### config.mk
export PLATFORM = sky130hd
export DESIGN_NAME = name_value_list_parser_unit
export DESIGN_NICKNAME = d
export VERILOG_FILES = /design/src/design/nvlp_pkg.sv /design/src/design/nvlp_in_reg.sv /design/src/design/nvlp_core.sv /design/src/design/nvlp_out_reg.sv /design/src/design/name_value_list_parser_unit.sv
export SDC_FILE = /design/constraint.sdc
export NUM_CORES = 1
export LEC_CHECK = 0
export BUFFER_PORTS_ARGS = -buffer_cell sky130_fd_sc_hd__buf_2
export CORE_AREA = 2 2 81 68
export DETAILED_ROUTE_END_ITERATION = 12
export DIE_AREA = 0 0 83 70
export HOLD_SLACK_MARGIN = 0.12
export PLACE_DENSITY = 0.81
export SLEW_MARGIN = 20
export SYNTH_ARGS = -nofsm -noshare
export SYNTH_HDL_FRONTEND = slang
export SYNTH_SLANG_ARGS = --single-unit
### constraint.sdc
create_clock -name clk_i -period 8.1 [get_ports clk_i]
set_clock_uncertainty 0.15 [all_clocks]
set_input_delay 0.405 -clock clk_i [delete_from_list [all_inputs] [get_ports clk_i]]
set_output_delay 0.405 -clock clk_i [all_outputs]
set_load 0.02 [all_outputs]
### src/design/nvlp_pkg.sv
// ----------------------------------------------------------------------------
// nvlp_pkg
// Shared types and constants for the name/value list parser.
// ----------------------------------------------------------------------------
package nvlp_pkg;

  localparam int unsigned SpaceCntW     = 16;
  localparam logic [SpaceCntW-1:0] SpaceCountMax = 16'hFFFF;

  localparam logic [2:0] EvNameChar  = 3'd0;
  localparam logic [2:0] EvValueChar = 3'd1;
  localparam logic [2:0] EvNameDone  = 3'd2;
  localparam logic [2:0] EvEntryDone = 3'd3;
  localparam logic [2:0] EvError     = 3'd4;

  localparam logic [1:0] ErrNone       = 2'd0;
  localparam logic [1:0] ErrEmptyName  = 2'd1;
  localparam logic [1:0] ErrEmptyValue = 2'd2;

  localparam logic KindChar = 1'b0;
  localparam logic KindEol  = 1'b1;

  localparam logic [7:0] ChNul   = 8'h00;
  localparam logic [7:0] ChTab   = 8'h09;
  localparam logic [7:0] ChLf    = 8'h0A;
  localparam logic [7:0] ChVt    = 8'h0B;
  localparam logic [7:0] ChFf    = 8'h0C;
  localparam logic [7:0] ChCr    = 8'h0D;
  localparam logic [7:0] ChSpace = 8'h20;
  localparam logic [7:0] ChComma = 8'h2C;
  localparam logic [7:0] ChColon = 8'h3A;

  typedef struct packed {
    logic       kind;
    logic [7:0] ch;
  } item_t;

  typedef struct packed {
    logic [2:0]           event_res;
    logic [7:0]           out_char;
    logic [SpaceCntW-1:0] spaces_before;
    logic                 has_value;
    logic [1:0]           error_code;
    logic                 line_done;
  } result_t;

endpackage

### src/design/nvlp_in_reg.sv
// ----------------------------------------------------------------------------
// nvlp_in_reg
// Input register: holds one accepted transaction until the parser takes it.
// ----------------------------------------------------------------------------
module nvlp_in_reg (
  input  logic           clk_i,
  input  logic           rst_ni,
  input  logic           in_valid_i,
  output logic           in_stall_o,
  input  nvlp_pkg::item_t item_i,
  input  logic           advance_i,
  output logic           valid_o,
  output nvlp_pkg::item_t item_o
);

  logic            valid_q, valid_d;
  nvlp_pkg::item_t item_q;
  logic            load;

  assign in_stall_o = valid_q && !advance_i;
  assign load       = in_valid_i && !in_stall_o;
  assign valid_d    = load ? 1'b1 : (advance_i ? 1'b0 : valid_q);

  always_ff @(posedge clk_i or negedge rst_ni) begin
    if (!rst_ni) begin
      valid_q <= 1'b0;
    end else begin
      valid_q <= valid_d;
    end
  end

  always_ff @(posedge clk_i) begin
    if (load) begin
      item_q <= item_i;
    end
  end

  assign valid_o = valid_q;
  assign item_o  = item_q;

endmodule

### src/design/nvlp_core.sv
// ----------------------------------------------------------------------------
// nvlp_core
// Parser state and per-character step logic.
// ----------------------------------------------------------------------------
module nvlp_core (
  input  logic              clk_i,
  input  logic              rst_ni,
  input  logic              step_i,
  input  nvlp_pkg::item_t   item_i,
  output logic              res_valid_o,
  output nvlp_pkg::result_t res_o
);

  logic                           in_value_q, in_value_d;
  logic                           started_q, started_d;
  logic [nvlp_pkg::SpaceCntW-1:0] held_q, held_d;
  logic                           skip_q, skip_d;
  logic                           is_blank, is_eol_char, is_sep;
  nvlp_pkg::result_t              res;
  logic                           res_valid;

  assign is_blank    = (item_i.ch == nvlp_pkg::ChSpace) || (item_i.ch == nvlp_pkg::ChTab) ||
                       (item_i.ch == nvlp_pkg::ChVt) || (item_i.ch == nvlp_pkg::ChFf);
  assign is_eol_char = (item_i.ch == nvlp_pkg::ChCr) || (item_i.ch == nvlp_pkg::ChLf) ||
                       (item_i.ch == nvlp_pkg::ChNul);
  assign is_sep      = (item_i.ch == nvlp_pkg::ChComma) ||
                       ((item_i.ch == nvlp_pkg::ChColon) && !in_value_q);

  always_comb begin
    in_value_d = in_value_q;
    started_d  = started_q;
    held_d     = held_q;
    skip_d     = skip_q;
    res        = '0;
    res_valid  = 1'b0;
    if ((item_i.kind == nvlp_pkg::KindEol) && skip_q) begin
      in_value_d = 1'b0;
      started_d  = 1'b0;
      held_d     = '0;
      skip_d     = 1'b0;
    end else if (skip_q) begin
      res_valid = 1'b0;
    end else if ((item_i.kind == nvlp_pkg::KindEol) || is_eol_char ||
                 (is_sep && !started_q)) begin
      // line ends here: entry done or empty-field error
      res_valid      = 1'b1;
      res.line_done  = 1'b1;
      if (!started_q) begin
        res.event_res  = nvlp_pkg::EvError;
        res.error_code = in_value_q ? nvlp_pkg::ErrEmptyValue : nvlp_pkg::ErrEmptyName;
      end else begin
        res.event_res  = nvlp_pkg::EvEntryDone;
        res.has_value  = in_value_q;
      end
      in_value_d = 1'b0;
      started_d  = 1'b0;
      held_d     = '0;
      skip_d     = (item_i.kind == nvlp_pkg::KindChar);
    end else if (is_blank) begin
      if (started_q && (held_q != nvlp_pkg::SpaceCountMax)) begin
        held_d = held_q + 1'b1;
      end
    end else if (is_sep) begin
      res_valid = 1'b1;
      if (item_i.ch == nvlp_pkg::ChColon) begin
        res.event_res = nvlp_pkg::EvNameDone;
        in_value_d    = 1'b1;
      end else begin
        res.event_res = nvlp_pkg::EvEntryDone;
        res.has_value = in_value_q;
        in_value_d    = 1'b0;
      end
      started_d = 1'b0;
      held_d    = '0;
    end else begin
      res_valid         = 1'b1;
      res.event_res     = in_value_q ? nvlp_pkg::EvValueChar : nvlp_pkg::EvNameChar;
      res.out_char      = item_i.ch;
      res.spaces_before = started_q ? held_q : '0;
      started_d         = 1'b1;
      held_d            = '0;
    end
  end

  always_ff @(posedge clk_i or negedge rst_ni) begin
    if (!rst_ni) begin
      in_value_q <= 1'b0;
      started_q  <= 1'b0;
      held_q     <= '0;
      skip_q     <= 1'b0;
    end else if (step_i) begin
      in_value_q <= in_value_d;
      started_q  <= started_d;
      held_q     <= held_d;
      skip_q     <= skip_d;
    end
  end

  assign res_valid_o = res_valid;
  assign res_o       = res;

  a_skip_clean: assert property (@(posedge clk_i) disable iff (!rst_ni)
    skip_q |-> (!in_value_q && !started_q && (held_q == '0)))
    else $error("skip state with live field state");

  a_held_needs_start: assert property (@(posedge clk_i) disable iff (!rst_ni)
    !started_q |-> (held_q == '0))
    else $error("held spaces without a started field");

  a_line_done_resets: assert property (@(posedge clk_i) disable iff (!rst_ni)
    (step_i && res_valid && res.line_done) |=> (!in_value_q && !started_q))
    else $error("field state not cleared after line end");

  a_idle_holds: assert property (@(posedge clk_i) disable iff (!rst_ni)
    !step_i |=> ($stable(in_value_q) && $stable(held_q) && $stable(skip_q)))
    else $error("parser state changed without a step");

endmodule

### src/design/nvlp_out_reg.sv
// ----------------------------------------------------------------------------
// nvlp_out_reg
// Result register: holds one result transaction until the sink takes it.
// ----------------------------------------------------------------------------
module nvlp_out_reg (
  input  logic              clk_i,
  input  logic              rst_ni,
  input  logic              load_i,
  input  nvlp_pkg::result_t res_i,
  output logic              free_o,
  output logic              out_valid_o,
  input  logic              out_stall_i,
  output nvlp_pkg::result_t res_o
);

  logic              valid_q, valid_d;
  nvlp_pkg::result_t res_q;

  assign free_o  = !valid_q || !out_stall_i;
  assign valid_d = load_i ? 1'b1 : (free_o ? 1'b0 : valid_q);

  always_ff @(posedge clk_i or negedge rst_ni) begin
    if (!rst_ni) begin
      valid_q <= 1'b0;
    end else begin
      valid_q <= valid_d;
    end
  end

  always_ff @(posedge clk_i) begin
    if (load_i) begin
      res_q <= res_i;
    end
  end

  assign out_valid_o = valid_q;
  assign res_o       = res_q;

endmodule

### src/design/name_value_list_parser_unit.sv
// ----------------------------------------------------------------------------
// name_value_list_parser_unit
// Streaming parser for one "name[:value], ..." line, one character a cycle while the sink keeps up.
// ----------------------------------------------------------------------------
// Each input transaction is one character or an end-of-line marker. It is
// registered in the input register, processed by the combinational parser
// step logic, and at most one result transaction is written to the output
// register, which holds it until the sink takes it. Throughput is one input
// transaction per cycle while the sink keeps up. Characters that produce no
// result (white space, characters after the line has ended) move on even
// while a result waits at the output.
module name_value_list_parser_unit (
  input  logic        clk_i,
  input  logic        rst_ni,
  input  logic        in_valid_i,
  output logic        in_stall_o,
  input  logic        kind_i,
  input  logic [7:0]  ch_i,
  output logic        out_valid_o,
  input  logic        out_stall_i,
  output logic [2:0]  event_res_o,
  output logic [7:0]  out_char_o,
  output logic [15:0] spaces_before_o,
  output logic        has_value_o,
  output logic [1:0]  error_code_o,
  output logic        line_done_o
);

  nvlp_pkg::item_t   in_item, reg_item;
  nvlp_pkg::result_t core_res, out_res;
  logic              reg_valid, core_res_valid, out_free, advance;

  assign in_item.kind = kind_i;
  assign in_item.ch   = ch_i;
  assign advance      = reg_valid && (out_free || !core_res_valid);

  nvlp_in_reg u_in_reg (
    .clk_i      (clk_i),
    .rst_ni     (rst_ni),
    .in_valid_i (in_valid_i),
    .in_stall_o (in_stall_o),
    .item_i     (in_item),
    .advance_i  (advance),
    .valid_o    (reg_valid),
    .item_o     (reg_item)
  );

  nvlp_core u_core (
    .clk_i       (clk_i),
    .rst_ni      (rst_ni),
    .step_i      (advance),
    .item_i      (reg_item),
    .res_valid_o (core_res_valid),
    .res_o       (core_res)
  );

  nvlp_out_reg u_out_reg (
    .clk_i       (clk_i),
    .rst_ni      (rst_ni),
    .load_i      (advance && core_res_valid),
    .res_i       (core_res),
    .free_o      (out_free),
    .out_valid_o (out_valid_o),
    .out_stall_i (out_stall_i),
    .res_o       (out_res)
  );

  assign event_res_o     = out_res.event_res;
  assign out_char_o      = out_res.out_char;
  assign spaces_before_o = out_res.spaces_before;
  assign has_value_o     = out_res.has_value;
  assign error_code_o    = out_res.error_code;
  assign line_done_o     = out_res.line_done;

endmodule
Word-level counts from Yosys, hierarchy flattened
Index checks and enable logic that the tools add are counted.

Input bits: 13. Flip-flop bits (word level): 61. Logic and storage cells: 107.

Add/sub/neg operators: 1. Multiplexer cells: 41. Reduce and logical (&&, ||, !) cells: 36. Equal/unequal tests: 12. Bitwise logic cells: 3.

Operators by type and width (number): 2-to-1 mux 16 bit (6); equality test 8 x 4 -> 1 bit (second input constant) (5); 2-to-1 mux 1 bit (29); 2-to-1 mux 28 bit (1); equality test 8 x 6 -> 1 bit (second input constant) (3); 2-to-1 mux 24 bit (1); adder 16 x 1 -> 16 bit (second input constant) (1); != test 16 bit (second input constant) (1); logical OR 1 bit (10); 2-to-1 mux 3 bit (3); logical AND 1 bit (8); zero test 8 bit (1); zero test 1 bit (7); AND reduction 3 bit (2); OR reduction 6 bit (1); OR reduction 5 bit (1); != test 4 bit (second input constant) (1); AND reduction 4 bit (1); nonzero test 2 bit (2); OR reduction 4 bit (1); != test 3 bit (second input constant) (1); inverter 1 bit (3); nonzero test 3 bit (1); 2-to-1 mux 2 bit (1); other kinds (2) (2).

Logic depth before layout (Yosys ltp)
Depth in word-level cells: 16. Depth in mapped cells: 9. Gate-level depth less buffers: 6.

Modules after synthesis
From an unflattened synthesis, not the netlist that was laid out.

Cell total of the unflattened synthesis: 249. Area, all modules: 2864.0 µm².

By module, submodules not included: nvlp_core (times used 1, area an instance 1550.2 µm², sequential area each 475.5 µm², cells each 198); nvlp_out_reg (times used 1, area an instance 967.2 µm², sequential area each 955.9 µm², cells each 34); nvlp_in_reg (times used 1, area an instance 327.8 µm², sequential area each 295.3 µm², cells each 14); name_value_list_parser_unit (times used 1, area an instance 18.8 µm², sequential area each 0.0 µm², cells each 3).

Least setup slack after synthesis
Ideal clock, no wire load.

Path kind: reg-to-reg. Start point: reg u_in_reg.item_q (netlist bit u_in_reg.item_o[2]). End point: reg u_out_reg.res_q (netlist bit u_out_reg.res_o[0]) (enable). Period minus slack after synthesis: 3.743 ns. Buffers on the path: 1. Cell stages (with the launch flop): 7. Path slack: 4.357 ns. Data arrival time: 3.164 ns. Cells stage by stage: edfxtp_1 > and3b_1 > o211ai_1 > a2bb2oi_1 > clkbuf_1 > or3_1 > a21oi_1.

Word-level cells in the longest chain between the ends: 12. Elaborated cells between the ends (all ways): 27.

Ends and longest elaborated chain: start: declaration (RTL line nvlp_in_reg.sv:17) `nvlp_pkg::item_t item_q;`; start signal: assignment (RTL line nvlp_in_reg.sv:34) `item_q <= item_i;`; equality test 8 x 6 -> 1 bit, or another cell as far along (RTL line nvlp_core.sv:22) `assign is_blank = (item_i.ch == nvlp_pkg::ChSpace) || (item_i.ch == nvlp_pkg::ChTab) ||`; logical OR 1 bit, or another cell as far along (RTL line nvlp_core.sv:22); logical OR 1 bit, on equally long branches (RTL line nvlp_core.sv:22, nvlp_core.sv:24, nvlp_core.sv:26); logical OR 1 bit, or another cell as far along (RTL line nvlp_core.sv:23) `(item_i.ch == nvlp_pkg::ChVt) || (item_i.ch == nvlp_pkg::ChFf);`; 2-to-1 mux 1 bit / logical OR 1 bit (equally long branches) (RTL line nvlp_core.sv:59, nvlp_core.sv:43); 2-to-1 mux 1 bit * (RTL line nvlp_core.sv:43) `end else if ((item_i.kind == nvlp_pkg::KindEol) || is_eol_char ||`; 2-to-1 mux 1 bit * (RTL line nvlp_core.sv:41) `end else if (skip_q) begin`; 2-to-1 mux 1 bit * (RTL line nvlp_core.sv:36) `if ((item_i.kind == nvlp_pkg::KindEol) && skip_q) begin`; zero test 1 bit (RTL line name_value_list_parser_unit.sv:35) `assign advance = reg_valid && (out_free || !core_res_valid);`; logical OR 1 bit (RTL line name_value_list_parser_unit.sv:35); logical AND 1 bit (RTL line name_value_list_parser_unit.sv:35); logical AND 1 bit * (RTL line name_value_list_parser_unit.sv:60) `.load_i (advance && core_res_valid),`; via u_out_reg.load_i (RTL line nvlp_out_reg.sv:8) `input logic load_i,`; end signal: assignment (RTL line nvlp_out_reg.sv:32) `res_q <= res_i;`; end: declaration (RTL line nvlp_out_reg.sv:17) `nvlp_pkg::result_t res_q;`.

Mark *: on every way through the listed nets, which the timed path passes. The rest lies on a longest branch. A chain may end at the register's enable or synchronous reset.

Worst setup path after layout
Start point: reg u_in_reg.item_q (netlist bit u_in_reg.item_o[4]). End point: reg u_in_reg.item_q (netlist bit u_in_reg.item_o[6]) (enable).

Word-level cells in the longest chain between the ends: 15. Elaborated cells between the ends (all ways): 30.

Ends and longest elaborated chain: equality test 8 x 6 -> 1 bit, or another cell as far along (RTL line nvlp_core.sv:22); logical OR 1 bit, or another cell as far along (RTL line nvlp_core.sv:22); logical OR 1 bit, on equally long branches (RTL line nvlp_core.sv:22, nvlp_core.sv:24, nvlp_core.sv:26); logical OR 1 bit, or another cell as far along (RTL line nvlp_core.sv:23); 2-to-1 mux 1 bit / logical OR 1 bit (equally long branches) (RTL line nvlp_core.sv:59, nvlp_core.sv:43); 2-to-1 mux 1 bit * (RTL line nvlp_core.sv:43); 2-to-1 mux 1 bit * (RTL line nvlp_core.sv:41); 2-to-1 mux 1 bit * (RTL line nvlp_core.sv:36); zero test 1 bit * (RTL line name_value_list_parser_unit.sv:35); logical OR 1 bit * (RTL line name_value_list_parser_unit.sv:35); logical AND 1 bit * (RTL line name_value_list_parser_unit.sv:35); zero test 1 bit * (RTL line nvlp_in_reg.sv:20) `assign in_stall_o = valid_q && !advance_i;`; logical AND 1 bit * (RTL line nvlp_in_reg.sv:20); zero test 1 bit * (RTL line nvlp_in_reg.sv:21) `assign load = in_valid_i && !in_stall_o;`; logical AND 1 bit * (RTL line nvlp_in_reg.sv:21); via u_in_reg.load (RTL line nvlp_in_reg.sv:18) `logic load;`.

Marks and branches as above.

==> results.sh <==
export IMPL_reg2reg_from="u_in_reg.item_o[4]$_DFFE_PP_"
export IMPL_setup_tns_ns=0
export IMPL_drive_above_1_share_pct=22.80
export IMPL_postSynthCellCount=244
export IMPL_leakage_nw=1.510
export IMPL_finalHoldViolations=0
export IMPL_max_cap_violations=0
export IMPL_fp_dieW_um=83
export IMPL_worstRegToRegCells=6
export IMPL_area_growth_syn_to_layout_pct=19.65
export IMPL_wl_per_cell_um=14.70
export IMPL_clkTransAtPathRegs_ns=0.07
export IMPL_diodes=0
export IMPL_portBuffers=45
export IMPL_gr_usage_all_layers_pct=20.95
export IMPL_clock_path_buffers=2
export IMPL_ys_warn_count=0
export IMPL_fmax_mhz=340.2
export IMPL_critPathLaunch="u_in_reg.item_o[4]$_DFFE_PP_"
export IMPL_dieArea_mm2=0.005810
export IMPL_syn_avg_cell_area_um2=11.82
export IMPL_rsz0062_at_grt="no"
export IMPL_r2r_setup_slack_ns=5.16
export IMPL_grt_overflow=0
export IMPL_cts_buffers=9
export IMPL_final_area_mm2=0.003451
export IMPL_holdWs_ns=0.2500
export IMPL_drt_initial_drc_count=265
export IMPL_fin_nets=316
export IMPL_ys_async_sr_fraction_pct=34.43
export IMPL_synth_area_mm2=0.002884
export IMPL_relSlewSlack_pct=50.82
export IMPL_first_pass_iters=5
export IMPL_dieHeight_um=70
export IMPL_place_area_mm2=0.003144
export IMPL_syn_num_nets=258
export IMPL_cts_root_buf="clkbuf_8"
export IMPL_synth_cell_types=47
export IMPL_h_tree_depth=3
export IMPL_setup_violations=0
export IMPL_dp_hpwl_mm=3.763
export IMPL_p_per_area_mw_per_mm2=228.9
export IMPL_vdd_drop_max_uv=144.7
export IMPL_core_area_mm2=0.005135
export IMPL_worstPathRequired_ns=7.91
export IMPL_cp_endpoint="u_in_reg.item_o[6]$_DFFE_PP_"
export IMPL_antenna_found_initial=0
export IMPL_first_global_vias=1949
export IMPL_postRouteAntennaNets=0
export IMPL_synth_edff_count=40
export IMPL_rows=24
export IMPL_path_class="reg -> reg"
export IMPL_grt_max_degree=32
export IMPL_cp_data_arrival_time_ns=2.75
export IMPL_worst_slew_pin_slew_ns=0.7362
export IMPL_fin_crit_sh_pct=36.29
export IMPL_cts_sinks=61
export IMPL_ctsResizeCount=0
export IMPL_viasPerCell=5.715
export IMPL_ys_ff_latch=61
export IMPL_grt_pass1_wl_mm=9.591
export IMPL_cts_tree="done"
export IMPL_end_kind="flop"
export IMPL_io_pins=46
export IMPL_hp_class="in -> reg"
export IMPL_clock_latency_ns=0.33
export IMPL_gp_congestion=0.8999
export IMPL_status="complete, no violations"
export IMPL_yosysSeqAreaShare_pct=59.87
export IMPL_worst_r2r_endpoint="u_in_reg.item_o[6]$_DFFE_PP_"
export IMPL_crit_path_start_kind="flop"
export IMPL_start_util_pct=56.16
export IMPL_vias=2126
export IMPL_fin_crit_ns=2.939
export IMPL_yosys_most_used_dff="edfxtp_1"
export IMPL_cp_max_fo=22
export IMPL_timing_max_transition_violations_final=0
export IMPL_drcViolationCount=0
export IMPL_finalWirelength_mm=5.468
## area by class of cell
cell class	instances	area, µm²
multi-input cells	169	1090
clock buffers	10	127.6
repair buffers	58	350.3
fillers	374	1684
inverters	3	11.26
flip-flops and latches	61	1727
well taps	65	81.33
clock inverters	6	63.81
## routing by layer
layer | wire length (µm) | track usage, % | share of wire [%] | up-vias
li1 | - | - | - | 1057
met1 | 2518 | 30.36 | 46 | 975
met2 | 2442 | 29.93 | 45 | 88
met3 | 439 | 6.619 | 8.0 | 6
met4 | 68 | 7.468 | 1.2 | 0
met5 | 0 | 0 | 0 | -
## synth_stat cells (2+ instances only)
cell type | n | area [µm²]
nand2_1 | 13 | 48.80
buf_6 | 3 | 33.78
a31oi_1 | 2 | 12.51
nor4_1 | 8 | 50.05
dfrtp_1 | 21 | 525.5
nor2_1 | 11 | 41.29
nand4_1 | 7 | 43.79
o211a_1 | 3 | 30.03
nor2b_1 | 4 | 25.02
nor3b_1 | 2 | 15.01
nor3_1 | 16 | 80.08
o211ai_1 | 2 | 15.01
o21a_1 | 2 | 15.01
inv_1 | 3 | 11.26
a2bb2oi_1 | 2 | 17.52
a21oi_1 | 5 | 25.02
or3_1 | 4 | 25.02
and2_1 | 24 | 150.1
and3_1 | 11 | 68.82
a221o_1 | 2 | 20.02
nand3_1 | 13 | 65.06
o2111ai_1 | 2 | 17.52
a211o_1 | 12 | 105.1
or4_1 | 2 | 15.01
o21ai_0 | 4 | 20.02
clkbuf_1 | 6 | 22.52
edfxtp_1 | 40 | 1201
## sequential cells by signal, indices dropped and copies added (netlist names)
signal	flops
u_out_reg.res_o	31
u_out_reg.out_valid_o	1
u_core.started_q	1
u_core.skip_q	1
u_in_reg.item_o	9
u_core.in_value_q	1
u_core.held_q	16
u_in_reg.valid_o	1
## critical path: stages, from the launching register on
cell,delay (ns)
edfxtp_1,0.45
or3_1,0.41
or4_4,0.45
a2bb2oi_1,0.15
buf_4,0.25
nor4_1,0.10
nor2b_1,0.61
## per-stage QoR
| stage | utilization (%) | instances | power, mW | worst slack [ns] |
|---|---|---|---|---|
| after floorplan | - | 244 | 0.4945 | 4.357 |
| after global placement | 61.23 | 345 | 0.5304 | 5.238 |
| after detailed placement | 61.23 | 345 | 0.5360 | 5.177 |
| after CTS | 66.91 | 371 | 0.7946 | 5.174 |
| after global routing | 67.20 | 372 | 0.8331 | 5.017 |
| final | 67.20 | 372 | 0.7899 | 5.161 |
## worst min path at each step
| stage | startpoint | to | slack, ns | depth (start not counted) |
|---|---|---|---|---|
| 2_1_floorplan | rst_ni | u_core.held_q[0]$_DFFE_PN0P_ | -0.04 | 0 |
| 3_3_place_gp | rst_ni | u_core.held_q[9]$_DFFE_PN0P_ | 0.23 | 1 |
| 3_5_place_dp | rst_ni | u_core.held_q[8]$_DFFE_PN0P_ | 0.23 | 1 |
| 4_1_cts | in_valid_i | u_in_reg.valid_o$_DFFE_PN0P_ | 0.12 | 2 |
| 5_1_grt | out_stall_i | u_out_reg.out_valid_o$_DFFE_PN0P_ | 0.26 | 3 |
| 6_report | out_stall_i | u_out_reg.out_valid_o$_DFFE_PN0P_ | 0.25 | 3 |
## cells in the final DEF (no fill, tap or decap), types with 11 or more instances in the layout
| cell | instances |
|---|---|
| dfrtp_1 | 21 |
| and2_1 | 24 |
| nor3_1 | 15 |
| dlygate4sd3_1 | 11 |
| and3_1 | 11 |
| nor2_1 | 11 |
| nand3_1 | 13 |
| a211o_1 | 12 |
| buf_2 | 45 |
| edfxtp_1 | 40 |
| nand2_1 | 13 |
## power by group
part           switching (mW)  leakage, nW  total [mW]  internal (mW)
combinational          0.0928        0.743       0.138         0.0452
sequential             0.0225        0.675       0.396          0.374
clock                   0.114       0.0923       0.255          0.141
total                   0.229         1.51       0.790          0.560
## logic make-up (layout without fill, tap and decap cells)
kind of cell / Yosys count / after routing / synth area share (%)
adder cells (fa/ha/maj): 1 / 1 / 0.4338
AO/OA/AOI/OAI: 41 / 41 / 11.50
flip-flops: 61 / 61 / 59.87
buffers and inverters: 14 / 77 / 2.646
multiplexers: 1 / 1 / 0.3904
XOR/XNOR: 1 / 1 / 0.3037
AND/OR/NAND/NOR: 125 / 125 / 24.86
## what timing repair did
action / in CTS / in global routing
hold endpoints to repair: 30 / 1
endpoints found under the setup margin: 0 / 0
buffers inserted: 0 / 0
hold buffers: 10 / 1
Note: power is estimated with default switching activity, not from simulation.
